$ cat src/rtl/lpht_mem.sv
// ----------------------------------------------------------------------------
// lpht_mem
// Slot storage: one write port and one registered read port. Each row holds
// the occupied flag, the key and the value.
// ----------------------------------------------------------------------------
module lpht_mem #(
	parameter int DEPTH = 32,
	parameter int WIDTH = 129
) (
	input  logic                     clk,
	input  logic                     we,
	input  logic [$clog2(DEPTH)-1:0] waddr,
	input  logic [WIDTH-1:0]         wdata,
	input  logic [$clog2(DEPTH)-1:0] raddr,
	output logic [WIDTH-1:0]         rdata
);

	logic [WIDTH-1:0] mem [DEPTH];

	// Write row
	always_ff @(posedge clk) begin
		if (we) begin
			mem[waddr] <= wdata;
		end
	end

	// Read row, registered
	always_ff @(posedge clk) begin
		rdata <= mem[raddr];
	end

endmodule

$ cat config.mk
export PLATFORM = sky130hd
export DESIGN_NAME = lpht_mem
export DESIGN_NICKNAME = d
export VERILOG_FILES = /design/src/rtl/lpht_mem.sv
export SDC_FILE = /design/constraint.sdc
export NUM_CORES = 2
export LEC_CHECK = 0
export BUFFER_PORTS_ARGS = -buffer_cell sky130_fd_sc_hd__buf_2
export CAP_MARGIN = 5
export CORE_ASPECT_RATIO = 1.5
export CORE_MARGIN = 3
export CORE_UTILIZATION = 65
export CTS_BUF_LIST = sky130_fd_sc_hd__clkbuf_8
export DETAILED_ROUTE_END_ITERATION = 10
export PLACE_DENSITY_LB_ADDON = 0.15
export SYNTH_ARGS = -nofsm -noshare
export SYNTH_HDL_FRONTEND = slang
export SYNTH_MEMORY_MAX_BITS = 65536
export SYNTH_SLANG_ARGS = --single-unit
$ cat constraint.sdc
create_clock -name clk -period 11.1 [get_ports clk]
set_input_delay 2.22 -clock clk [delete_from_list [all_inputs] [get_ports clk]]
set_output_delay 2.22 -clock clk [all_outputs]
set_load 0.05 [all_outputs]
Word-level counts from Yosys, hierarchy flattened --
Memories as Yosys holds them, arrays and structs flattened. A register that Yosys moved wholly into a read port is not among the register bits. Index checks and enable logic that the tools add are counted.
Storage, ports and cells: word-level logic and storage cells 3, memories 1, bits in registers 0, output and inout port bits 129, memory bits (writable) 4128, bits of input ports 141
Operators by class: muxes and demuxes 2
Memories:
- mem | depth 32, bits a word 129, read ports 1, clocked after memory_dff 1, wr ports 1, RTL line 18 | logic [WIDTH-1:0] mem [DEPTH];
Operators with widths (count):
- $mux 1 | 2

Longest topological paths before layout --
depth after elaboration 2, depth in mapped cells 8, gate-level depth less buffers 4

Worst setup path before layout --
OpenSTA, ideal clock, no wires.
kind input-to-reg, start point input port waddr[1], end point memory mem[12][0] (enable), cell stages on the path 3, path buffers 1, library setup time 619 ps, path slack 2238 ps, data required time 10481 ps, arrival 8243 ps, cell sequence or3b_2 -> clkbuf_1 -> nor2_1
RTL lines:
- start: declaration | RTL line 12 | input logic [$clog2(DEPTH)-1:0] waddr,
- end: declaration | RTL line 18
Straight into the memory's write port.

Worst setup path after layout --
start point input port waddr[1], end point memory mem[1][33] (enable)
Straight into the memory's write port.

==> results.yml <==
pwr:
  seqPwrFrac_pct: 57.7
  power.total_mw: 31.2
  clkPwrFrac_pct: 37.1
  p_per_area_mw_per_mm2: 179
  pwr-share-comb_pct: 5.2
  leakagePower_nw: 55.4
  p_sw_share_pct: 21.9
  p_switching_mw: 6.82
  internal_power_mw: 24.3
  max-vdd-ir-drop_mv: 0.138
yosys:
  synth.top_cell.area_share_pct: 78.7
  synth_nets: 6735
  synth_area_mm2: 0.157
  syn_inst: 6594
  yosys-top-cells-area: "edfxtp_1 (79%), mux4_2 (13%), dfxtp_1 (1.6%), o22ai_1 (1.6%), mux2i_1 (1.5%)"
  synth_seq_cells: 4257
  ys_warn_count: 0
  ys_seq_area_share_pct: 80.4
  yosys.cell_types.count: 28
  synth_area_per_cell_um2: 23.9
  netlist.top_cell.by_area: "edfxtp_1"
clocking:
  clock_sink_count: 4257
  cts_buffers: 594
  tritoncts: "built"
  clockRootBuffer: "clkbuf_8"
  htreeDepth: 6
  clkTransAtPathRegs_ns: 0.06
  cts_resized: 0
  ctsHoldBuffers: 0
  post_cts_buffers: 0
  cts_buffer_depth: 4
  clk_latency_ns: 0.98
die:
  start_util_pct: 65.5
  core_area_mm2: 0.240
  ios: 270
  dieHeight_um: 609
  die_w_um: 408
  die_area_mm2: 0.248
  row_count: 220
run:
  drv_cap: 0
setup_path:
  worstPathArrival_ns: 5.61
  endpoint_kind: "flop"
  worst_setup_path_start_kind: "input port"
  worstPathMaxFanout: 81
  critPathRequiredTime_ns: 11.68
  critPathKind: "input port to flop"
timing:
  rsz0062_at_grt: "false"
  worst_pin_slew_ns: 1.26
  slew_headroom_pct: 15.7
  clock-skew-final_ns: 0.0382
  maxSlewViolCount: 0
  setup_viol: 0
  fmax_mhz: 199
  layout_worst_path_cycle_share_pct: 45.3
  setup_tns_ns: 0
  hold_ws_ns: 0.695
  min_period_ns: 5.03
  hold_violations: 0
global_routing:
  use_met1_pct: 44.5
  grtUsageMet3_pct: 9.10
  grt_pass1_vias: 77500
  antenna_found_initial: 71
  grt_pass1_wl_um: 553000
  gr-max-usage-layer: "met2"
  grt_util_all_layers_pct: 31.6
  grt.overflow.total: 0
  grt_use_met2_pct: 49.0
  grt_max_degree: 155
worst_hold_path:
  hp-class: "flop to flop"
drt:
  totalWireLength_um: 387000
  routed_via_density: 6.93
  firstDrtPassIters: 6
  ant_nets: 0
  drtIter0Drc: 10900
  drc: 0
  post_drt_wl_per_cell_um: 35.3
  vias: 75900
placement:
  gp_congestion: 0.768
  post-dp-hpwl_um: 176000
  port-buffer-count: 269
finish:
  drive_gt1_share_pct: 29.2
  final_cell_mix: "edfxtp_1 (4128), mux4_2 (916), clkbuf_8 (672), o22ai_1 (400), buf_2 (267)"
  area_growth_pct: 10.5
  nets: 7382
  layout_commonest_cell: "edfxtp_1"
status:
  outcome: "complete, no violations"
==> metrics by stage <==
stage | setup slack, ns | cells | cell area (um2) | utilization, %
4_1_cts | 6.15 | 10900 | 174000 | 72.4
5_1_grt | 6.08 | 10900 | 174000 | 72.4
6_report | 6.07 | 11000 | 174000 | 72.4
3_5_place_dp | 5.10 | 9864 | 163000 | 67.6
3_3_place_gp | 5.18 | 9864 | 163000 | 67.6
2_1_floorplan | 2.24 | 6594 | 157000 | -
==> synthesized netlist by cell type <==
master / instances
a22oi_1: 174
and2_1: 1
and3_1: 1
and3b_1: 1
buf_1: 12
buf_2: 143
buf_4: 35
buf_6: 58
clkbuf_1: 116
dfxtp_1: 129
edfxtp_1: 4128
mux2i_1: 232
mux4_2: 916
nand2_1: 4
nand2b_1: 1
nand3_1: 61
nand3b_1: 6
nand4_1: 29
nor2_1: 36
nor2b_1: 3
nor3b_1: 1
nor4_1: 4
nor4_2: 96
o22ai_1: 400
or2_2: 1
or3_1: 2
or3b_1: 1
or3b_2: 3
==> state kept, by name (all words and copies together) (netlist names) <==
signal / flops
rdata: 129
mem: 4128
==> power by group through the flow <==
stage,Sequential (mW),Combinational [mW],Clock [mW]
6_report,18.0,1.61,11.6
5_1_grt,18.0,1.71,12.4
4_1_cts,18.0,1.62,11.7
3_5_place_dp,18.3,1.62,0
3_3_place_gp,18.3,1.58,0
2_1_floorplan,18.5,0.818,0
==> worst paths after layout <==
| check | startpoint | end | slack, ns | depth (start not counted) |
|---|---|---|---|---|
| worst max-delay path | waddr[1] | mem[1][33] | 6.07 | 5 |
| worst max register to register | mem[6][107] | rdata[107] | 9.49 | 3 |
| worst min register to register | mem[30][28] | rdata[28] | 0.70 | 3 |
| worst min-delay path | mem[30][28] | rdata[28] | 0.70 | 3 |
==> logic make-up (layout without fill, tap and decap cells) <==
kind of cell	count (synthesis)	in the layout	share of synthesized area (%)
flip-flops	4257	4257	80.4
other	0	30	0
AND/OR/NAND/NOR	251	251	1.28
AO/OA/AOI/OAI	574	574	2.42
buffers and inverters	364	1485	1.34
multiplexers	1148	1148	14.6
==> critical path, cell delays in order <==
cell      delay [ns]
buf_2           0.12
nand3b_1        0.66
nor2_4          0.98
buf_4           0.72
buf_12          0.62
==> layout make-up <==
| cell class | count | area, um2 |
|---|---|---|
| flip-flops and latches | 4257 | 127000 |
| fillers | 13400 | 66400 |
| multi-input cells | 1973 | 29100 |
| clock buffers | 672 | 9250 |
| well taps | 3219 | 4030 |
| repair buffers | 415 | 2870 |
| clock inverters | 398 | 2070 |
| diodes | 30 | 75.1 |
==> layer usage <==
layer,share of wire (%),vias to the layer above
met1,36,40300
met3,13,843
met4,3.2,46
met5,0.075,-
met2,48,4884
li1,-,29900
No activity file was read; power rests on OpenSTA's default activity.
