[src/rtl/lpht_pkg.sv]
// ----------------------------------------------------------------------------
// lpht_pkg
// Shared opcodes, status codes and controller/datapath handshake structs for
// the linear probing hash table.
// ----------------------------------------------------------------------------
package lpht_pkg;

	typedef enum logic [1:0] {
		OP_INSERT = 2'd0,
		OP_LOOKUP = 2'd1,
		OP_REMOVE = 2'd2,
		OP_UNUSED = 2'd3
	} op_t;

	localparam logic [2:0] ST_INSERTED  = 3'd0;
	localparam logic [2:0] ST_UPDATED   = 3'd1;
	localparam logic [2:0] ST_FOUND     = 3'd2;
	localparam logic [2:0] ST_NOT_FOUND = 3'd3;
	localparam logic [2:0] ST_REMOVED   = 3'd4;
	localparam logic [2:0] ST_FULL      = 3'd5;

	// Hash width and the multiply, multiply-back and correct steps of the
	// start-slot reduction
	localparam int HASH_BITS     = 32;
	localparam int MOD_STEPS     = 3;

	typedef struct packed {
		logic load;         // capture request fields
		logic mod_step;     // advance start-slot reduction
		logic probe_start;  // read the start slot
		logic advance;      // read the next slot
		logic finish;       // commit write, count and result
		logic clear_step;   // clear one row after reset
	} cmd_t;

	typedef struct packed {
		logic mod_done;     // start slot ready
		logic probe_done;   // current slot decides the request
		logic out_free;     // result register can take a result
		logic clear_last;   // last row of the clearing pass
	} sts_t;

endpackage

[src/rtl/lpht_dp.sv]
// ----------------------------------------------------------------------------
// lpht_dp
// Datapath: request registers, start-slot reduction, probe address and
// counter, slot compare, commit write, entry count and result register.
// ----------------------------------------------------------------------------
module lpht_dp
	import lpht_pkg::*;
#(
	parameter int CAPACITY   = 32,
	parameter int KEY_BITS   = 64,
	parameter int VALUE_BITS = 64
) (
	input  logic                               clk,
	input  logic                               arst_n,
	input  cmd_t                               cmd,
	output sts_t                               sts,
	input  logic [1:0]                         opcode,
	input  logic [63:0]                        key,
	input  logic [31:0]                        key_hash,
	input  logic [63:0]                        value,
	output logic                               out_valid,
	input  logic                               out_stall,
	output logic [2:0]                         status,
	output logic [63:0]                        value_out,
	output logic [4:0]                         slot_index,
	output logic [5:0]                         entry_count,
	output logic                               mem_we,
	output logic [$clog2(CAPACITY)-1:0]        mem_waddr,
	output logic [KEY_BITS+VALUE_BITS:0]       mem_wdata,
	output logic [$clog2(CAPACITY)-1:0]        mem_raddr,
	input  logic [KEY_BITS+VALUE_BITS:0]       mem_rdata
);

	localparam int AW = $clog2(CAPACITY);
	localparam int CW = $clog2(CAPACITY + 1);
	localparam logic [AW-1:0] LAST_SLOT = AW'(CAPACITY - 1);

	op_t                   op_q;
	logic [KEY_BITS-1:0]   key_q;
	logic [VALUE_BITS-1:0] val_q;
	logic [AW-1:0]         idx_q;
	logic [AW-1:0]         probe_cnt_q;
	logic [AW-1:0]         clr_q;
	logic [CW-1:0]         count_q;
	logic [AW-1:0]         start_slot;
	logic                  mod_done;

	logic                  out_valid_q;
	logic [2:0]            status_q;
	logic [63:0]           value_out_q;
	logic [4:0]            slot_q;
	logic [5:0]            count_out_q;

	// Row fields
	logic                  rd_occ;
	logic [KEY_BITS-1:0]   rd_key;
	logic [VALUE_BITS-1:0] rd_val;
	logic                  key_match;
	logic                  last_probe;
	logic [AW-1:0]         next_idx;

	// Probe decision
	logic                  done;
	logic [2:0]            res_status;
	logic [63:0]           res_value;
	logic                  res_touch;
	logic                  res_write;
	logic [KEY_BITS+VALUE_BITS:0] res_row;
	logic [CW-1:0]         count_next;
	logic [31:0]           slot_ext;
	logic [31:0]           count_ext;

	// Start slot: mask for power-of-two capacity, else reciprocal multiply,
	// multiply back and one conditional subtract
	generate
		if ((CAPACITY & (CAPACITY - 1)) == 0) begin : g_pow2
			logic [AW-1:0] hash_low_q;

			always_ff @(posedge clk) begin
				if (cmd.load) hash_low_q <= key_hash[AW-1:0];
			end

			assign start_slot = hash_low_q;
			assign mod_done   = 1'b1;
		end else begin : g_rem
			localparam int SW = $clog2(MOD_STEPS + 1);
			localparam int SH = HASH_BITS + AW;
			localparam int PW = 2 * HASH_BITS + 1;
			localparam int QW = HASH_BITS + 1 - AW;
			localparam logic [HASH_BITS:0] RECIP =
				(HASH_BITS+1)'((64'd1 << SH) / 64'(CAPACITY));
			localparam logic [AW:0] CAP_W = (AW+1)'(CAPACITY);
			logic [HASH_BITS-1:0] hash_q;
			logic [PW-1:0]        prod_q;
			logic [AW:0]          diff_q;
			logic [AW-1:0]        rem_q;
			logic [SW-1:0]        step_q;
			logic [QW-1:0]        quo;

			// Quotient estimate, low by at most one
			assign quo = prod_q[PW-1:SH];

			always_ff @(posedge clk or negedge arst_n) begin
				if (!arst_n) begin
					step_q <= '0;
				end else if (cmd.load) begin
					step_q <= '0;
				end else if (cmd.mod_step) begin
					step_q <= step_q + 1'b1;
				end
			end

			// Multiply by the reciprocal, subtract the product back, correct once
			always_ff @(posedge clk) begin
				if (cmd.load) begin
					hash_q <= key_hash;
				end else if (cmd.mod_step) begin
					case (step_q)
						SW'(0): begin
							prod_q <= hash_q * RECIP;
						end
						SW'(1): begin
							diff_q <= (AW+1)'(hash_q -
								HASH_BITS'(quo) * HASH_BITS'(CAPACITY));
						end
						SW'(2): begin
							rem_q <= (diff_q >= CAP_W) ? AW'(diff_q - CAP_W) :
								diff_q[AW-1:0];
						end
						default: begin
						end
					endcase
				end
			end

			assign start_slot = rem_q;
			assign mod_done   = (step_q == SW'(MOD_STEPS));
		end
	endgenerate

	assign rd_occ     = mem_rdata[KEY_BITS+VALUE_BITS];
	assign rd_key     = mem_rdata[KEY_BITS+VALUE_BITS-1:VALUE_BITS];
	assign rd_val     = mem_rdata[VALUE_BITS-1:0];
	assign key_match  = rd_occ && (rd_key == key_q);
	assign last_probe = (probe_cnt_q == LAST_SLOT);
	assign next_idx   = (idx_q == LAST_SLOT) ? '0 : idx_q + 1'b1;

	// Decide on the slot now in the read register
	always_comb begin
		done       = 1'b0;
		res_status = ST_NOT_FOUND;
		res_value  = '0;
		res_touch  = 1'b0;
		res_write  = 1'b0;
		res_row    = {1'b1, key_q, val_q};
		count_next = count_q;
		case (op_q)
			OP_INSERT: begin
				if (key_match) begin
					done       = 1'b1;
					res_status = ST_UPDATED;
					res_touch  = 1'b1;
					res_write  = 1'b1;
				end else if (!rd_occ) begin
					done       = 1'b1;
					res_status = ST_INSERTED;
					res_touch  = 1'b1;
					res_write  = 1'b1;
					count_next = count_q + 1'b1;
				end else if (last_probe) begin
					done       = 1'b1;
					res_status = ST_FULL;
				end
			end
			OP_LOOKUP, OP_REMOVE: begin
				if (!rd_occ) begin
					done = 1'b1;
				end else if (key_match) begin
					done      = 1'b1;
					res_touch = 1'b1;
					res_value = 64'(rd_val);
					if (op_q == OP_LOOKUP) begin
						res_status = ST_FOUND;
					end else begin
						res_status = ST_REMOVED;
						res_write  = 1'b1;
						res_row    = {1'b0, rd_key, rd_val};
						if (count_q != '0) count_next = count_q - 1'b1;
					end
				end else if (last_probe) begin
					done = 1'b1;
				end
			end
			default: begin
				done = 1'b1;
			end
		endcase
	end

	assign slot_ext  = 32'(res_touch ? idx_q : '0);
	assign count_ext = 32'(count_next);

	// Select read address: start slot, next slot, or hold the current one
	always_comb begin
		if (cmd.probe_start) begin
			mem_raddr = start_slot;
		end else if (cmd.advance) begin
			mem_raddr = next_idx;
		end else begin
			mem_raddr = idx_q;
		end
	end

	// Write port: clearing pass or commit
	always_comb begin
		if (cmd.clear_step) begin
			mem_we    = 1'b1;
			mem_waddr = clr_q;
			mem_wdata = '0;
		end else begin
			mem_we    = cmd.finish && res_write;
			mem_waddr = idx_q;
			mem_wdata = res_row;
		end
	end

	// Capture request fields
	always_ff @(posedge clk) begin
		if (cmd.load) begin
			op_q  <= op_t'(opcode);
			key_q <= key[KEY_BITS-1:0];
			val_q <= value[VALUE_BITS-1:0];
		end
	end

	// Track probe slot, probe count, clearing pointer and entry count
	always_ff @(posedge clk or negedge arst_n) begin
		if (!arst_n) begin
			idx_q       <= '0;
			probe_cnt_q <= '0;
			clr_q       <= '0;
			count_q     <= '0;
		end else begin
			if (cmd.probe_start) begin
				idx_q       <= start_slot;
				probe_cnt_q <= '0;
			end else if (cmd.advance) begin
				idx_q       <= next_idx;
				probe_cnt_q <= probe_cnt_q + 1'b1;
			end
			if (cmd.clear_step) clr_q <= clr_q + 1'b1;
			if (cmd.finish) count_q <= count_next;
		end
	end

	// Result register valid
	always_ff @(posedge clk or negedge arst_n) begin
		if (!arst_n) begin
			out_valid_q <= 1'b0;
		end else if (cmd.finish) begin
			out_valid_q <= 1'b1;
		end else if (!out_stall) begin
			out_valid_q <= 1'b0;
		end
	end

	// Result register payload
	always_ff @(posedge clk) begin
		if (cmd.finish) begin
			status_q    <= res_status;
			value_out_q <= res_value;
			slot_q      <= slot_ext[4:0];
			count_out_q <= count_ext[5:0];
		end
	end

	assign sts.mod_done   = mod_done;
	assign sts.probe_done = done;
	assign sts.out_free   = !out_valid_q || !out_stall;
	assign sts.clear_last = (clr_q == LAST_SLOT);

	assign out_valid   = out_valid_q;
	assign status      = status_q;
	assign value_out   = value_out_q;
	assign slot_index  = slot_q;
	assign entry_count = count_out_q;

endmodule

[config.mk]
export PLATFORM = sky130hd
export DESIGN_NAME = lpht_dp
export DESIGN_NICKNAME = d
export VERILOG_FILES = /design/src/rtl/lpht_pkg.sv /design/src/rtl/lpht_dp.sv
export SDC_FILE = /design/constraint.sdc
export NUM_CORES = 1
export LEC_CHECK = 0
export BUFFER_PORTS_ARGS = -buffer_cell sky130_fd_sc_hd__buf_2
export CAP_MARGIN = 20
export CORE_AREA = 2 2 204 206
export DETAILED_ROUTE_END_ITERATION = 8
export DIE_AREA = 0 0 206 208
export GPL_TIMING_DRIVEN = 0
export PLACE_DENSITY_LB_ADDON = 0.2
export SLEW_MARGIN = 25
export SYNTH_ARGS = -nofsm -noshare
export SYNTH_HDL_FRONTEND = slang
export SYNTH_SLANG_ARGS = --single-unit
[constraint.sdc]
create_clock -name clk -period 3.2 [get_ports clk]
set_clock_uncertainty 0.2 [all_clocks]
set_input_delay 0.16 -clock clk [delete_from_list [all_inputs] [get_ports clk]]
set_output_delay 0.16 -clock clk [all_outputs]
set_load 0.05 [all_outputs]
# --- Yosys cells after proc, flatten, opt, wreduce, memory -nomap -nowiden ---
# Cells that the tools add are included.
word_totals:
  register_bits: 235
op_classes:
  muxes: 43
  reduce_logical: 10
  eq_ne: 7
  addsub: 5
op_table:
  columns: ["cell", "n"]
  rows:
  - ["$mux W129", 5]
  - ["$eq A64 B64 Y1", 1]
  - ["$mux W6", 6]
  - ["$mux W5", 6]
  - ["$mux W3", 6]
  - ["$add A5 B1 Y5 const B", 3]
  - ["$eq A5 B5 Y1 const B", 3]
  - ["$mux W1", 15]
  - ["$pmux W6 S2", 1]
  - ["$add A6 B1 Y6 const B", 1]
  - ["$pmux W1 S2", 3]
  - ["$pmux W3 S2", 1]
  - ["$reduce_bool A6 Y1", 1]
  - ["$sub A6 B1 Y6 const B", 1]
  - ["$reduce_and A3 Y1", 1]
  - ["$eq A2 B1 Y1 const B", 1]
  - ["$eq A2 B2 Y1 const B", 1]
  - ["$logic_and A1 B1 Y1", 2]
  - ["$logic_not A1 Y1", 2]
  - ["$logic_not A2 Y1", 1]
  - ["$ne A2 B2 Y1 const B", 1]
  - ["$reduce_bool A2 Y1", 1]
  - ["$reduce_or A2 Y1", 1]
  - ["$logic_or A1 B1 Y1", 1]

# --- Depth between registers and ports, before layout ---
logic_depth:
  word_depth: 7
  mapped_depth: 9
  depth_no_buf: 8

# --- Least setup slack after synthesis ---
# OpenSTA, ideal clock, no wires.
synth_timing:
  path_kind: "register -> register"
  from: "reg idx_q[0]"
  to: "reg idx_q[0]"
  synth_period_minus_slack_ns: 2.953
  slack_ns: 0.247
  required_time_ns: 2.752
  arrival_time_ns: 2.504
  stages_incl_launch_ff: 7
  cell_sequence: "dfrtp_1 > ha_1 > and3_1 > ha_1 > nand2b_1 > mux2_2 > o21ai_0"
synth_between:
  elab_chain_len: 4
  word_cells_on_any_way: 5
  classes_between: "add/sub: 1; eq/ne: 1; mux: 3"
synth_lines:
  columns: ["item", "line_no", "text"]
  rows:
  - ["start: declaration", "lpht_dp.sv:41", "logic [AW-1:0] idx_q;"]
  - ["start signal: assignment", "lpht_dp.sv:245", "idx_q <= start_slot;"]
  - ["start signal: assignment", "lpht_dp.sv:248", "idx_q <= next_idx;"]
  - ["$add A5 B1 Y5 / $eq A5 B5 Y1 (equally long branches)", "lpht_dp.sv:146", "assign next_idx = (idx_q == LAST_SLOT) ? '0 : idx_q + 1'b1;"]
  - ["$mux W5", "lpht_dp.sv:146", null]
  - ["$mux W5 * (2 in series)", null, null]
  - ["via mem_raddr[0]", "lpht_dp.sv:30", "output logic [$clog2(CAPACITY)-1:0] mem_raddr,"]
# Mark *: on every way through the listed nets, which the timed path passes. The rest lies on a longest branch.
# A chain may end at the register's enable or synchronous reset.

# --- Worst setup path after layout ---
layout_timing:
  from: "reg key_q[11]"
  to: "out mem_wdata[38]"
layout_between:
  elab_chain_len: 6
layout_lines:
  columns: ["item", "line_no", "text"]
  rows:
  - ["start: declaration", "lpht_dp.sv:39", "logic [KEY_BITS-1:0] key_q;"]
  - ["start signal: assignment", "lpht_dp.sv:231", "key_q <= key[KEY_BITS-1:0];"]
  - ["$eq A64 B64 Y1", "lpht_dp.sv:144", "assign key_match = rd_occ && (rd_key == key_q);"]
  - ["$logic_and A1 B1 Y1", "lpht_dp.sv:144", null]
  - ["$mux W129", "lpht_dp.sv:178", "end else if (key_match) begin"]
  - ["$mux W129", "lpht_dp.sv:176", "if (!rd_occ) begin"]
  - ["$mux W129", "lpht_dp.sv:157", "case (op_q)"]
  - ["$mux W129", "lpht_dp.sv:216", "if (cmd.clear_step) begin"]
  - ["end: declaration", "lpht_dp.sv:29", "output logic [KEY_BITS+VALUE_BITS:0] mem_wdata,"]
# Every way passes these cells.

==> flow_metrics.py <==
metrics = {
    "routing": {
        "drcViolationCount": 0,
        "wl_um": 37300,
        "ant_nets": 0,
        "first_pass_iters": 4,
        "post_drt_via_cell_ratio": 4.28,
        "avgRoutedWirePerCell_um": 17.9,
        "vias": 8928,
        "drtIter0Drc": 391,
    },
    "clock_network": {
        "cts_buffers": 29,
        "clock_path_buffers": 3,
        "clkSinkCount": 235,
        "clk_latency_ns": 0.56,
        "h-tree-depth": 1,
        "root_buffer": "clkbuf_16",
        "cts_tree": "built",
        "path_clk_slew_ns": 0.06,
    },
    "logic_synthesis": {
        "synth_seq_cells": 235,
        "synth_cell_type_count": 52,
        "yosys_warnings": 0,
        "synth.most_common_cell": "edfxtp_1",
        "netlist_instances": 788,
        "synth_edf_count": 213,
        "syn-num-nets": 1100,
        "ys_seq_area_share_pct": 65.2,
        "ys.flop_type": "edfxtp_1",
        "synth_largest_area_cell": "edfxtp_1",
        "netlist_area_mm2": 0.0107,
        "synthTopCellsByCount": "edfxtp_1 (213), nor2_1 (84), mux2i_1 (68), nor2b_1 (68), xnor2_1 (68)",
        "yosys.area.top_type_share_pct": 60.1,
        "synth.area.top_cells": "edfxtp_1 (60%), mux2i_1 (6.4%), xnor2_1 (5.6%)",
        "avgSynthCellArea_um2": 13.5,
        "synthArstFlopShare_pct": 9.36,
    },
    "timing": {
        "rsz0062_at_grt": "yes",
        "holdWs_ns": 0.0525,
        "fmax_mhz": 293,
        "post-route-period-util_pct": 107,
        "hold_viol_final": 0,
        "layout_min_cycle_time_ns": 3.42,
        "slew_headroom_pct": 43.5,
        "slew_violations": 0,
        "tightestPinTransition_ns": 0.848,
        "timing.final.ws_setup_ns": -0.218,
        "setup_viol": 64,
    },
    "worst_setup_path": {
        "required_ns": 2.84,
        "crit_arrival_ns": 3.06,
        "path_cells": "xnor2_2, nand4_1, nor4_4, nand4_1, buf_4, nor3_4, buf_12, buf_12, mux2i_4, nor2_1, buf_6",
        "critPathBufInv": 4,
        "worstReg2RegEnd": "value_out[46]",
        "r2r_slack_ns": 0.01,
        "worstRegToRegCells": 10,
        "critPathSlowestCell": "edfxtp_1",
        "crit_fanout": 10,
        "crit_family": "simple AND/OR/NAND/NOR gates",
        "max_stage_delay_ns": 0.47,
        "cp-start-kind": "register",
        "path_class": "reg -> out",
        "crit_path_end_kind": "primary output",
        "r2r-start": "key_q[11]",
    },
    "pwr": {
        "vdd_drop_max_uv": 432,
        "p_total_mw": 9.00,
        "leakagePower_nw": 7.23,
        "power-per-cell-area_mw_per_mm2": 514,
    },
    "placed_design": {
        "place_ws_ns": -1.04,
        "dp_hpwl_um": 26900,
        "gp_congestion": 0.831,
        "dpl.cell_count": 1814,
        "place_area_mm2": 0.0138,
        "portBuffers": 492,
    },
    "floorplan": {
        "coreArea_mm2": 0.0406,
        "initial_utilization_pct": 26.3,
        "die_height_um": 208,
        "num_io_pins": 523,
        "die_x_um": 206,
        "die-area_mm2": 0.0428,
        "row_count": 74,
    },
    "layout": {
        "nets": 1843,
        "syn_to_final_growth_pct": 64.5,
        "stdcell_count": 2087,
        "final_area_mm2": 0.0175,
        "drive_gt1_share_pct": 37.6,
    },
    "global_routing": {
        "grt_antenna_before_repair": 4,
        "grt_overflow_total": 0,
        "grt_pass1_wl_um": 55400,
        "grt_pass1_vias": 9606,
        "grt_max_degree": 82,
        "grt_use_total_pct": 16.8,
    },
    "run_status": {
        "status": "finished with violations",
        "violations": "setup timing",
    },
    "run": {
        "max_cap_viol_count": 0,
    },
    "min_path": {
        "min_to": "clr_q[2]",
        "holdCritStartpoint": "cmd[0]",
        "min_path_cells": 3,
        "hp-class": "in -> reg",
    },
}
-- metal layers --
| metal | GRT usage [%] | part of all wire [%] | up-vias |
|---|---|---|---|
| met2 | 31.2 | 53 | 309 |
| met3 | 4.04 | 6.5 | 62 |
| met4 | 5.42 | 2.7 | 4 |
| met5 | 0 | 0.054 | - |
| li1 | - | - | 4296 |
| met1 | 18.7 | 38 | 4257 |
-- cell usage in the layout, fill, tap and decap left out, drive strengths merged, types with 8 or more instances in the layout --
master         n
o21ai         19
dlygate4sd3  208
mux2           8
nor2          84
clkinv        11
dfrtp         22
edfxtp       213
buf          514
ha            12
clkbuf        69
nand2         21
mux2i         68
nand4         19
and2          64
a21oi          8
inv            9
nor2b         68
xnor2         68
-- final cells by class --
class                      instances  area (um^2)
sequential                       235         6950
buffer                            40          277
antenna                            2         5.00
inverter                           7         26.3
timing repair buffer             712         5150
fill                            3856        23000
clock inverter                    14         98.8
tap                              532          666
multi-input combinational        506         3590
clock buffer                      39          763
-- tightest hold or removal path, stage by stage --
cell and delay, ns:
clkbuf_1 0.36, nand2_1 0.19, xnor2_1 0.06
-- kinds of logic after synthesis --
| kind of cell | share of synthesized area, % |
|---|---|
| adders and majority gates | 1.41 |
| buffers and inverters | 2.13 |
| and+or+nand+nor | 14.8 |
| muxes | 7.24 |
| xor gates and xnor gates | 5.92 |
| DFF | 65.2 |
| other | 0.0352 |
| AOI/OAI and AO/OA | 3.23 |
-- stage by stage --
step / utilization [%] / TNS [ns]
floorplan: - / 0
global placement: 34.0 / -127.88
detailed placement: 34.2 / -108.25
CTS: 42.9 / -30.51
global route: 43.2 / -29.19
finish: 43.2 / -10.66
-- how the worst max path moves through the flow --
stage	start	to	slack, ns	cells past startpoint
2_1_floorplan	idx_q[0]	idx_q[0]	0.25	6
3_3_place_gp	key_q[11]	value_out[58]	-1.08	8
3_5_place_dp	key_q[11]	value_out[61]	-1.04	8
4_1_cts	key_q[11]	mem_wdata[62]	-0.42	11
5_1_grt	key_q[61]	mem_wdata[62]	-0.40	11
6_report	key_q[11]	mem_wdata[38]	-0.22	11
-- timing repair --
item                                    in CTS  in global routing
hold buffers                               209                  0
cloned                                       0                  1
endpoints found under the setup margin     147                123
resized for setup                          157                 19
hold endpoints to repair                   326                  0
setup buffers                                8                  0
pin swaps                                    6                  4
-- where the power goes --
group	switching [mW]	leakage, nW	internal [mW]
Combinational	1.35	4.46	0.798
Clock	1.32	0.425	1.75
Sequential	0.151	2.34	3.64
Total	2.82	7.23	6.19
-- sequential cells by signal (all words and copies together), names as in the netlist, 3 cells and up --
register	flops
status	3
g_pow2.hash_low_q	5
count_q	6
idx_q	5
value_out	64
val_q	64
slot_index	5
probe_cnt_q	5
clr_q	5
key_q	64
entry_count	6
Power figures use the tool's default switching activity.
