===== config.mk =====
export PLATFORM = sky130hd
export DESIGN_NAME = lpht_ctrl
export DESIGN_NICKNAME = d
export VERILOG_FILES = /design/src/rtl/lpht_pkg.sv /design/src/rtl/lpht_ctrl.sv
export SDC_FILE = /design/constraint.sdc
export NUM_CORES = 1
export LEC_CHECK = 0
export BUFFER_PORTS_ARGS = -buffer_cell sky130_fd_sc_hd__clkbuf_2
export CAP_MARGIN = 20
export CELL_PAD_IN_SITES_DETAIL_PLACEMENT = 1
export CELL_PAD_IN_SITES_GLOBAL_PLACEMENT = 2
export CORE_AREA = 4 4 41 43
export DETAILED_ROUTE_END_ITERATION = 10
export DIE_AREA = 0 0 45 47
export PLACE_DENSITY = 0.59
export SLEW_MARGIN = 40
export SYNTH_ARGS = -nofsm -noshare
export SYNTH_HDL_FRONTEND = slang
export SYNTH_SLANG_ARGS = --single-unit

===== constraint.sdc =====
create_clock -name clk -period 1.9 [get_ports clk]
set_input_delay 0.19 -clock clk [delete_from_list [all_inputs] [get_ports clk]]
set_output_delay 0.19 -clock clk [all_outputs]
set_load 0.01 [all_outputs]

===== src/rtl/lpht_pkg.sv =====
// ----------------------------------------------------------------------------
// lpht_pkg
// Shared opcodes, status codes and controller/datapath handshake structs for
// the linear probing hash table.
// ----------------------------------------------------------------------------
package lpht_pkg;

	typedef enum logic [1:0] {
		OP_INSERT = 2'd0,
		OP_LOOKUP = 2'd1,
		OP_REMOVE = 2'd2,
		OP_UNUSED = 2'd3
	} op_t;

	localparam logic [2:0] ST_INSERTED  = 3'd0;
	localparam logic [2:0] ST_UPDATED   = 3'd1;
	localparam logic [2:0] ST_FOUND     = 3'd2;
	localparam logic [2:0] ST_NOT_FOUND = 3'd3;
	localparam logic [2:0] ST_REMOVED   = 3'd4;
	localparam logic [2:0] ST_FULL      = 3'd5;

	// Hash width and the multiply, multiply-back and correct steps of the
	// start-slot reduction
	localparam int HASH_BITS     = 32;
	localparam int MOD_STEPS     = 3;

	typedef struct packed {
		logic load;         // capture request fields
		logic mod_step;     // advance start-slot reduction
		logic probe_start;  // read the start slot
		logic advance;      // read the next slot
		logic finish;       // commit write, count and result
		logic clear_step;   // clear one row after reset
	} cmd_t;

	typedef struct packed {
		logic mod_done;     // start slot ready
		logic probe_done;   // current slot decides the request
		logic out_free;     // result register can take a result
		logic clear_last;   // last row of the clearing pass
	} sts_t;

endpackage


===== src/rtl/lpht_ctrl.sv =====
// ----------------------------------------------------------------------------
// lpht_ctrl
// Request sequencer: clearing pass after reset, request capture, start-slot
// reduction, slot-by-slot probing and commit.
// ----------------------------------------------------------------------------
module lpht_ctrl
	import lpht_pkg::*;
(
	input  logic clk,
	input  logic arst_n,
	input  logic in_valid,
	output logic in_stall,
	input  sts_t sts,
	output cmd_t cmd
);

	typedef enum logic [1:0] {
		S_CLEAR,
		S_IDLE,
		S_MOD,
		S_CHECK
	} state_t;

	state_t state_q;

	// Hold off requests outside idle
	assign in_stall = (state_q != S_IDLE);

	// Decode commands
	always_comb begin
		cmd             = '0;
		cmd.clear_step  = (state_q == S_CLEAR);
		cmd.load        = (state_q == S_IDLE) && in_valid;
		cmd.mod_step    = (state_q == S_MOD) && !sts.mod_done;
		cmd.probe_start = (state_q == S_MOD) && sts.mod_done;
		cmd.advance     = (state_q == S_CHECK) && !sts.probe_done;
		cmd.finish      = (state_q == S_CHECK) && sts.probe_done && sts.out_free;
	end

	// Advance state
	always_ff @(posedge clk or negedge arst_n) begin
		if (!arst_n) begin
			state_q <= S_CLEAR;
		end else begin
			case (state_q)
				S_CLEAR: begin
					if (sts.clear_last) state_q <= S_IDLE;
				end
				S_IDLE: begin
					if (in_valid) state_q <= S_MOD;
				end
				S_MOD: begin
					if (sts.mod_done) state_q <= S_CHECK;
				end
				S_CHECK: begin
					if (cmd.finish) state_q <= S_IDLE;
				end
				default: begin
					state_q <= S_CLEAR;
				end
			endcase
		end
	end

`ifndef SYNTHESIS
	a_load_to_mod: assert property (@(posedge clk) disable iff (!arst_n)
		cmd.load |=> (state_q == S_MOD))
		else $error("accepted transaction did not start reduction");
	a_no_load_clear: assert property (@(posedge clk) disable iff (!arst_n)
		(state_q == S_CLEAR) |-> (!cmd.load && !cmd.finish))
		else $error("transaction activity during clearing pass");
	a_finish_idle: assert property (@(posedge clk) disable iff (!arst_n)
		cmd.finish |=> (state_q == S_IDLE))
		else $error("commit did not return to idle");
	a_wait_result: assert property (@(posedge clk) disable iff (!arst_n)
		((state_q == S_CHECK) && sts.probe_done && !sts.out_free) |=>
		(state_q == S_CHECK))
		else $error("decided probe left while result register busy");
`endif

endmodule


# Word-level counts from Yosys, hierarchy flattened
# Index checks and enable logic that the tools add are counted.
# Widths: inputs -> output; s select.
# word_totals
ff_bits	2
input_bits	7
# classes
eq_ne	8
mux	5
reduce_logical	10
# ops
cell	count
$mux 2	4
$ne 2x2->1 const B	4
$pmux 2 s4	1
$logic_and 1x1->1	6
$eq 2x2->1 const B	2
$reduce_and 4->1	1
$eq 2x1->1 const B	1
$logic_not 1->1	2
$logic_not 2->1	1
$ne 2x1->1 const B	1

# Longest topological paths before layout
# Gate-level depths: netlist (run 1).
# depth
depth_word	5
ltp_mapped	5
mapped_depth_nobuf	5

# Worst setup path before layout (run 1)
# OpenSTA, ideal clock, no wires.
# synth_path
kind	flip-flop to flip-flop
startpoint	reg state_q[0]
endpoint	reg state_q[1]
slack_ps	337
arrival_time_ps	1438
path_buffers	0
stages_incl_launch_ff	6
period_less_slack_ps	1563
t_required_ps	1775
path_cell_list	dfrtp_1 -> inv_1 -> ha_1 -> nor2b_4 -> a2111oi_4 -> mux2_4
# synth_between
elab_chain_len	5
# synth_lines
item	line	text
start, declared	lpht_ctrl.sv:24	state_t state_q;
start signal, assigned	lpht_ctrl.sv:43	state_q <= S_CLEAR;
start signal, assigned	lpht_ctrl.sv:47	if (sts.clear_last) state_q <= S_IDLE;
start signal, assigned	lpht_ctrl.sv:50	if (in_valid) state_q <= S_MOD;
$eq 2x2->1	lpht_ctrl.sv:37, lpht_ctrl.sv:45	
$logic_and 1x1->1 (2 in series)	lpht_ctrl.sv:37	cmd.finish = (state_q == S_CHECK) && sts.probe_done && sts.out_free;
$ne 2x2->1 (no source line)	--	
$reduce_and 4->1 (no source line)	--	
# Several ways; a longest one is shown, not always the timed one.
# A chain may end at the register's enable or synchronous reset.

# Worst setup path after layout (run 1)
# layout_path
startpoint	reg state_q[1]
endpoint	reg state_q[1]
# Same word-level chain as after synthesis.

==> results of run 1 <==
-- final timing paths --
| path | endpoint | depth (start not counted) | slack [ns] | start |
|---|---|---|---|---|
| min in group clk | state_q[0]$_DFFE_PN0P_ | 4 | 0.39 | sts[1] |
| worst max register to register | state_q[1]$_DFFE_PN0P_ | 5 | 0.25 | state_q[1]$_DFFE_PN0P_ |
| worst min-delay path | state_q[1]$_DFFE_PN0P_ | 2 | 0.29 | arst_n |
| worst max-delay path | state_q[1]$_DFFE_PN0P_ | 5 | 0.25 | state_q[1]$_DFFE_PN0P_ |
| max in group asynchronous | state_q[0]$_DFFE_PN0P_ | 2 | 1.51 | arst_n |
| worst min register to register | state_q[1]$_DFFE_PN0P_ | 1 | 0.58 | state_q[1]$_DFFE_PN0P_ |
-- layout make-up --
| class | instances | share of cell area |
|---|---|---|
| multi-input combinational | 15 | 0.4874 |
| tap | 15 | 0.05415 |
| timing repair buffer | 14 | 0.2166 |
| sequential | 2 | 0.1444 |
| clock buffer | 3 | 0.06498 |
| inverter | 3 | 0.03249 |
-- Yosys cell counts, drive strengths merged --
cell / number
a2111oi: 1
and2: 2
and2b: 2
and3: 1
dfrtp: 2
ha: 4
inv: 3
mux2: 1
mux2i: 1
nand2: 1
nor2b: 2
-- critical path, delay by kind of cell, from the launching register on --
| kind | cells | cell delay (ns) |
|---|---|---|
| compound gates | 1 | 0.34 |
| fa+ha+maj | 1 | 0.22 |
| buf+inv | 1 | 0.08 |
| flops | 1 | 0.38 |
| mux | 1 | 0.33 |
| simple gates | 1 | 0.18 |
-- kinds of logic (layout without fill, tap and decap cells) --
| family | Yosys count | after routing | share of synthesized area |
|---|---|---|---|
| AND/OR/NAND/NOR | 8 | 8 | 0.2881 |
| adder cells (fa/ha/maj) | 4 | 4 | 0.2174 |
| buffers and inverters | 3 | 20 | 0.04891 |
| multiplexers | 2 | 2 | 0.1087 |
| flip-flops | 2 | 2 | 0.2174 |
| AO/OA/AOI/OAI | 1 | 1 | 0.1196 |
-- metrics by stage --
step                      hold WS [ns]  instance area [um^2]  utilization  power, mW  cells
after detailed placement      -0.01924                 314.1       0.2413     0.4199     48
after global routing            0.2897                 346.6       0.2663     0.5562     52
final                           0.2871                 346.6       0.2663     0.5029     52
after CTS                       0.2801                 346.6       0.2663     0.5200     52
after global placement        -0.02363                 314.1       0.2413     0.4068     48
after floorplan                -0.1056                 230.2            -     0.3249     20
-- power groups by stage --
stage	clock network, mW	registers, mW	logic (mW)
floorplan	0	0.0822	0.243
global placement	0	0.0881	0.319
detailed placement	0	0.0874	0.332
CTS	0.0969	0.0873	0.336
global route	0.101	0.0929	0.362
finish	0.0897	0.0864	0.327
-- metal layers --
metal,up-vias,part of all wire,track usage
met5,-,0,0
met4,0,0,0.05263
met3,0,0.085,0.02299
met2,8,0.54,0.09605
met1,94,0.37,0.05682
li1,99,-,-
==> impl_metrics.json, run 1 <==
{
  "outcome": "finished, final reports clean",
  "clock_sinks": 2,
  "avgViaCountPerCell": 3.865,
  "ir_drop_mv": 0.5991,
  "fp.dieArea_um2": 2115,
  "final_cell_mix": "clkbuf_2 (13), ha_1 (4), inv_1 (3), clkbuf_4 (3)",
  "cts_hold_buf": 1,
  "drt-total-wl_um": 505,
  "fin_tns_setup_ns": 0,
  "final_common_cell": "clkbuf_2",
  "nFillCells": 159,
  "clkPwrFrac": 0.178,
  "coreArea_um2": 1301,
  "slew_viol_final": 0,
  "synth_cell_types": 12,
  "rsz0062_at_grt": "false",
  "max_freq_mhz": 607.7,
  "post-place-ws_ns": 0.2508,
  "cts_tree": "done",
  "slew_headroom": 0.7797,
  "die_w_um": 45,
  "yosys-top-cells-area": "dfrtp_1 (22%), ha_1 (22%), a2111oi_4 (12%)",
  "multi_input_area_um2": 168.9,
  "switchingPower_mw": 0.1910,
  "antenna_found_initial": 0,
  "yosys_warnings": 0,
  "final_nets": 50,
  "crit_fanout": 4,
  "diodes": 0,
  "synth_top_area_frac": 0.2174,
  "reg_top3": "state_q: 2 flops",
  "overflow": 0,
  "first_global_vias": 219,
  "grt_max_degree": 5,
  "dp_hpwl_um": 463.9,
  "cts_buffers": 3,
  "initial_core_util": 0.1769,
  "cp.required_ns": 2.00,
  "vias": 201,
  "largest-register": "state_q",
  "io_buffers": 13,
  "hp-class": "in -> async",
  "grt.total_usage": 0.05845,
  "finalSetupViolCount": 0,
  "syn_area_per_cell_um2": 11.51,
  "synth_area_um2": 230.2,
  "critPathCaptureType": "register",
  "synth_largest_area_cell": "dfrtp_1",
  "finalClockSkew_ns": 0.0003167,
  "cts_setup_buffers": 0,
  "route.detailed.drc": 0,
  "syn-num-nets": 31,
  "grt_pass1_wl_um": 828,
  "wl_per_cell_um": 9.712,
  "largest_reg_flops": 2,
  "combPwrFrac": 0.650,
  "crit_chain": "inv_1 > ha_1 > nor2b_2 > a2111oi_4 > mux2_4",
  "clockBufferDepth": 2,
  "clk_latency_ns": 0.22,
  "antenna_left": 0,
  "regArea_um2": 50.05,
  "setup_ws_ns": 0.2546,
  "path_clk_slew_ns": 0.03,
  "ys_seq_elements": 2,
  "critPathMaxStageDelay_ns": 0.38,
  "clock_tree.root_cell": "clkbuf_4",
  "worstSetupPathType": "reg -> reg",
  "slowest_stage": "dfrtp_1",
  "area_growth_pct": 50.54,
  "hold_viol": 0,
  "syn_inst": 20,
  "power_frac_seq": 0.172,
  "powerDensity_nw_per_um2": 1451,
  "drv_cap": 0,
  "fin_crit_sh": 0.8660,
  "p_int_mw": 0.3119,
  "start_kind": "register",
  "power_leakage_nw": 0.1944,
  "ys_seq_area_frac": 0.2174,
  "drt-initial-drc-count": 3,
  "die_h_um": 47,
  "row_count": 13,
  "swShare": 0.3797,
  "drive_gt1_frac": 0.6486,
  "pin_count": 14,
  "worst_slew_pin_slew_ns": 0.3304,
  "place.gp.congestion": 0.6778,
  "critPathArrivalTime_ns": 1.74,
  "drt_pass1_iterations": 2,
  "htreeDepth": 1,
  "min_period_ns": 1.645,
  "ctsResizeCount": 0
}
(Power assumes the default switching activity.)
==> inputs of run 2 (changes only) <==
--- a/config.mk
+++ b/config.mk
@@ -5,14 +5,16 @@
 export SDC_FILE = /design/constraint.sdc
 export NUM_CORES = 1
 export LEC_CHECK = 0
+export ABC_AREA = 1
 export BUFFER_PORTS_ARGS = -buffer_cell sky130_fd_sc_hd__clkbuf_2
 export CAP_MARGIN = 20
 export CELL_PAD_IN_SITES_DETAIL_PLACEMENT = 1
 export CELL_PAD_IN_SITES_GLOBAL_PLACEMENT = 2
-export CORE_AREA = 4 4 41 43
+export CORE_AREA = 4 4 42 44
 export DETAILED_ROUTE_END_ITERATION = 10
-export DIE_AREA = 0 0 45 47
-export PLACE_DENSITY = 0.59
+export DIE_AREA = 0 0 46 48
+export PLACE_DENSITY = 0.64
+export RECOVER_POWER = 25
 export SLEW_MARGIN = 40
 export SYNTH_ARGS = -nofsm -noshare
 export SYNTH_HDL_FRONTEND = slang
==> impl_metrics.json, run 2 <==
{
  "path_clk_slew_ns": 0.03,
  "synth_cell_types": 8,
  "finalClockSkew_ns": 0.002565,
  "wl_per_cell_um": 7.821,
  "synthTopCellsByCount": "inv_1 (10), nand2_1 (10), ha_1 (4)",
  "min_period_ns": 1.332,
  "drive_gt1_frac": 0.3725,
  "finalSetupViolCount": 0,
  "syn_inst": 34,
  "cts_tree": "done",
  "diodes": 0,
  "critPathArrivalTime_ns": 1.14,
  "antenna_found_initial": 0,
  "r2r_slack_ns": 0.75,
  "synth_area_um2": 222.7,
  "ys_seq_area_frac": 0.2247,
  "drt_pass1_iterations": 3,
  "area_growth_pct": 52.25,
  "syn_area_per_cell_um2": 6.550,
  "grt.total_usage": 0.05837,
  "ys_seq_elements": 2,
  "initial_core_util": 0.1551,
  "hold_ws_ns": 0.2760,
  "overflow": 0,
  "cp.required_ns": 1.71,
  "slew_headroom": 0.9090,
  "ir_drop_mv": 0.3590,
  "nFillCells": 197,
  "hold_viol": 0,
  "hp-class": "in -> async",
  "cp_common_cell": "inv_1",
  "start_kind": "register",
  "die_w_um": 46,
  "final_nets": 64,
  "grt_pass1_wl_um": 897,
  "row_count": 14,
  "powerDensity_nw_per_um2": 1429,
  "largest_reg_flops": 2,
  "synth_largest_area_cell": "dfrtp_1",
  "multi_input_area_um2": 135.1,
  "rsz0062_at_grt": "false",
  "reg2reg_depth": 6,
  "place.gp.congestion": 0.6448,
  "r2r-end": "state_q[1]$_DFFE_PN0P_",
  "slowest_stage": "dfrtp_1",
  "coreArea_um2": 1436,
  "vias": 233,
  "worstSetupPathType": "reg -> out",
  "dp_hpwl_um": 485.6,
  "largest-register": "state_q",
  "route.detailed.drc": 0,
  "critPathMaxStageDelay_ns": 0.38,
  "post-place-ws_ns": 0.7292,
  "slew_viol_final": 0,
  "synth_flop_cell": "dfrtp_1",
  "antenna_left": 0,
  "cts_buffers": 3,
  "fin_crit_sh": 0.7008,
  "yosys-top-cells-area": "dfrtp_1 (22%), ha_1 (22%), inv_1 (17%)",
  "reg_top3": "state_q: 2 flops",
  "synth_edf_count": 0,
  "avgViaCountPerCell": 3.478,
  "drt-initial-drc-count": 1,
  "reg2reg_from": "state_q[1]$_DFFE_PN0P_",
  "final_cell_mix": "clkbuf_2 (12), inv_1 (10), nand2_1 (10)",
  "final_common_cell": "clkbuf_2",
  "crit_fanout": 3,
  "drv_cap": 0,
  "outcome": "finished, final reports clean",
  "yosys_warnings": 0,
  "regArea_um2": 50.05,
  "crit_chain": "inv_1 > ha_1 > nand2_1 > inv_1 > clkbuf_2",
  "htreeDepth": 1,
  "syn-num-nets": 45,
  "ctsResizeCount": 0,
  "power_leakage_nw": 0.2348,
  "die_h_um": 48,
  "setup_ws_ns": 0.5685,
  "worst_slew_pin_slew_ns": 0.1362,
  "pin_count": 14,
  "clockBufferDepth": 2,
  "max_freq_mhz": 751.0,
  "grt_max_degree": 4,
  "fin_tns_setup_ns": 0,
  "fp.dieArea_um2": 2208,
  "critPathCaptureType": "primary output",
  "io_buffers": 13,
  "ys_async_sr_fraction": 1.000,
  "clock_sinks": 2,
  "synth_top_area_frac": 0.2247,
  "first_global_vias": 234,
  "drt-total-wl_um": 524,
  "clock_tree.root_cell": "clkbuf_4",
  "clk_latency_ns": 0.22
}
run 2: cell count changes in the layout (fill, tap and decap cells not counted), sizes merged:
| cell | change |
|---|---|
| inv | +7 |
| mux2i | -1 |
| o21bai | +2 |
| nand2 | +12 |
| and2 | -2 |
| nor2 | +3 |
| and2b | -2 |
| mux2 | -1 |
| and3 | -1 |
| nor2b | -2 |
| a2111oi | -1 |
run 2: worst max path at each step:
stage / cells past startpoint / slack (ns) / end / from
after detailed placement: 6 / 0.73 / state_q[1]$_DFFE_PN0P_ / state_q[1]$_DFFE_PN0P_
after floorplan: 6 / 0.80 / state_q[0]$_DFFE_PN0P_ / state_q[0]$_DFFE_PN0P_
after global routing: 5 / 0.46 / cmd[5] / state_q[1]$_DFFE_PN0P_
after global placement: 6 / 0.73 / state_q[1]$_DFFE_PN0P_ / state_q[1]$_DFFE_PN0P_
final: 5 / 0.57 / cmd[5] / state_q[1]$_DFFE_PN0P_
after CTS: 5 / 0.54 / cmd[5] / state_q[1]$_DFFE_PN0P_
run 2: logic make-up after synthesis:
group / share of synthesized area
buffers and inverters: 0.1686
DFF: 0.2247
AOI/OAI and AO/OA: 0.06740
and+or+nand+nor: 0.3147
adders and majority gates: 0.2247
run 2: through the flow:
stage               std cells  area [um^2]  total power [mW]  utilization
floorplan                  34        222.7            0.3021            -
global placement           63        307.8            0.4011       0.2143
detailed placement         63        307.8            0.4025       0.2143
CTS                        67        340.3            0.5038       0.2369
global route               67        339.1            0.5620       0.2361
finish                     67        339.1            0.4846       0.2361
run 2: worst max-delay path: cells and delay by family, from the launching register on:
family	cells	cell delay (ns)
buffers and inverters	3	0.28
adder cells (fa/ha/maj)	1	0.20
flip-flops	1	0.38
AND/OR/NAND/NOR	1	0.06
run 2: cell type report:
type                    instances  area share
flip-flops and latches          2      0.1476
clock buffers                   3     0.06642
multi-input cells              22      0.3985
well taps                      16     0.05904
repair buffers                 14      0.2177
inverters                      10      0.1107
run 2: power breakdown:
group | internal [mW] | switching [mW]
registers | 0.0675 | 0.0166
logic | 0.126 | 0.182
clock network | 0.0696 | 0.0229
total | 0.263 | 0.222
run 2: repair_timing:
action | 4_1_cts | 5_1_grt
hold buffers | 1 | 0
buffers inserted | 0 | 0
endpoints found under the hold margin | 2 | 0
run 2: routing by layer:
layer	GRT usage	routed length, um
met5	0	0
met1	0.06140	214
met2	0.09615	264
met3	0.01504	46
met4	0.05114	0
==> inputs of run 3 (changes only) <==
--- a/config.mk
+++ b/config.mk
@@ -5,15 +5,15 @@
 export SDC_FILE = /design/constraint.sdc
 export NUM_CORES = 1
 export LEC_CHECK = 0
-export ABC_AREA = 1
+export ABC_AREA = 0
 export BUFFER_PORTS_ARGS = -buffer_cell sky130_fd_sc_hd__clkbuf_2
 export CAP_MARGIN = 20
 export CELL_PAD_IN_SITES_DETAIL_PLACEMENT = 1
 export CELL_PAD_IN_SITES_GLOBAL_PLACEMENT = 2
-export CORE_AREA = 4 4 42 44
+export CORE_AREA = 4 4 41 43
 export DETAILED_ROUTE_END_ITERATION = 10
-export DIE_AREA = 0 0 46 48
-export PLACE_DENSITY = 0.64
+export DIE_AREA = 0 0 45 47
+export PLACE_DENSITY = 0.59
 export RECOVER_POWER = 25
 export SLEW_MARGIN = 40
 export SYNTH_ARGS = -nofsm -noshare
==> constraint.sdc (replaced) <==
create_clock -name clk -period 1.4 [get_ports clk]
set_input_delay 0.14 -clock clk [delete_from_list [all_inputs] [get_ports clk]]
set_output_delay 0.14 -clock clk [all_outputs]
set_load 0.01 [all_outputs]
==> impl_metrics.json, run 3 (synthesis gave the netlist of run 1 again) <==
{
  "outcome": "finished, violations left",
  "violations": "negative setup slack",
  "finalSetupViolCount": 4,
  "clk_latency_ns": 0.22,
  "wl_per_cell_um": 11.15,
  "io_buffers": 13,
  "grt_max_degree": 4,
  "slew_viol_final": 0,
  "switchingPower_mw": 0.3603,
  "die_h_um": 47,
  "drv_cap": 0,
  "route.detailed.drc": 0,
  "reg2reg_depth": 6,
  "path_clk_slew_ns": 0.03,
  "critPathCaptureType": "register",
  "antenna_left": 0,
  "regArea_um2": 50.05,
  "post-route-util": 0.3510,
  "drt-total-wl_um": 680,
  "largest_reg_flops": 2,
  "min_period_ns": 1.630,
  "coreArea_um2": 1301,
  "nFillCells": 162,
  "grt.busiest_layer": "met2",
  "combPwrFrac": 0.754,
  "place.gp.congestion": 0.7117,
  "crit_end": "state_q[0]$_DFFE_PN0P_",
  "initial_core_util": 0.1769,
  "critPathArrivalTime_ns": 1.77,
  "drt_pass1_iterations": 1,
  "clkPwrFrac": 0.129,
  "power_mw": 0.9849,
  "cts_buffers": 3,
  "final_common_cell": "clkbuf_2",
  "hp-class": "in -> async",
  "drive_gt1_frac": 0.8043,
  "r2r_slack_ns": -0.23,
  "grt_pass1_wl_um": 1117,
  "clock_sinks": 2,
  "fp.dieArea_um2": 2115,
  "crit_fanout": 3,
  "cp.required_ns": 1.54,
  "reg2reg_from": "state_q[0]$_DFFE_PN0P_",
  "slew_headroom": 0.7863,
  "reg_top3": "state_q: 2 flops",
  "multi_input_area_um2": 206.4,
  "largest-register": "state_q",
  "avgViaCountPerCell": 3.902,
  "r2r-end": "state_q[0]$_DFFE_PN0P_",
  "hold_viol": 0,
  "use_met2": 0.1554,
  "start_kind": "register",
  "finalClockSkew_ns": 0.0005196,
  "fin_crit_sh": 1.165,
  "grt.total_usage": 0.07662,
  "antenna_found_initial": 0,
  "worstSetupPathType": "reg -> reg",
  "row_count": 13,
  "vias": 238,
  "area_growth_pct": 98.37,
  "htreeDepth": 1,
  "clock_tree.root_cell": "clkbuf_4",
  "p_int_mw": 0.6246,
  "overflow": 0,
  "powerDensity_nw_per_um2": 2157,
  "swShare": 0.3658,
  "cp-startpoint": "state_q[0]$_DFFE_PN0P_",
  "met1_usage": 0.05455,
  "first_global_vias": 294,
  "rsz0062_at_grt": "true",
  "die_w_um": 45,
  "worst_slew_pin_slew_ns": 0.3205,
  "final_nets": 59,
  "groute.layer.met3.usage": 0.02299,
  "pin_count": 14,
  "diodes": 0,
  "cts_tree": "done",
  "dp_hpwl_um": 540.6,
  "max_freq_mhz": 613.3,
  "final_cell_mix": "clkbuf_2 (11), buf_4 (9), ha_4 (3), clkbuf_4 (3)",
  "setup_ws_ns": -0.2305,
  "drt-initial-drc-count": 0,
  "clockBufferDepth": 2,
  "power_frac_seq": 0.117,
  "power_leakage_nw": 0.2348,
  "ir_drop_mv": 0.7487
}
==> run 3: repair_timing <==
item,in CTS,in global routing
setup buffers,3,0
hold buffers,1,0
endpoints found under the setup margin,5,7
pin swaps,2,0
resized for setup,8,2
cloned,0,0
hold endpoints to repair,2,0
==> run 3: worst min-delay path by stage <==
stage	end	slack, ns	cells after the start
final	state_q[1]$_DFFE_PN0P_	0.23	2
after global routing	state_q[0]$_DFFE_PN0P_	0.26	2
after global placement	state_q[1]$_DFFE_PN0P_	-0.07	1
after floorplan	state_q[0]$_DFFE_PN0P_	-0.16	0
after CTS	state_q[1]$_DFFE_PN0P_	0.22	2
after detailed placement	state_q[0]$_DFFE_PN0P_	-0.07	1
==> run 3: power groups by stage <==
stage               logic (mW)  registers, mW  clock network (mW)
detailed placement       0.588          0.119                   0
global placement         0.563          0.115                   0
global route             0.811          0.117               0.141
CTS                      0.744          0.115               0.136
finish                   0.743          0.115               0.127
floorplan                0.329          0.112                   0
==> run 3: final cells by class <==
class	instances	share of cell area
timing repair buffer	23	0.3233
inverter	3	0.02466
sequential	2	0.1096
clock buffer	3	0.04932
tap	15	0.04110
multi-input combinational	15	0.4521
==> run 3: per-stage QoR <==
stage | hold WS (ns) | setup WS (ns) | TNS (ns) | cell area [um^2] | cells
CTS | 0.2240 | -0.2376 | -0.7295 | 451.7 | 61
global route | 0.2559 | -0.2865 | -0.9368 | 456.7 | 61
global placement | -0.07438 | -0.2012 | -0.3885 | 359.1 | 54
floorplan | -0.1556 | -0.1631 | -0.1631 | 230.2 | 20
finish | 0.2340 | -0.2305 | -0.6710 | 456.7 | 61
detailed placement | -0.07094 | -0.2341 | -0.4679 | 359.1 | 54
==> run 3: worst max-delay path, stage by stage, from the launching register on <==
cell       delay [ns]
dfrtp_1          0.38
inv_2            0.07
ha_4             0.15
and2b_2          0.20
a2111oi_4        0.37
buf_4            0.18
mux2i_1          0.19
==> run 3: layer usage <==
| layer | vias up | share of wire |
|---|---|---|
| met4 | 0 | 0 |
| met3 | 0 | 0.050 |
| met5 | - | 0 |
| li1 | 118 | - |
| met1 | 112 | 0.32 |
| met2 | 8 | 0.63 |
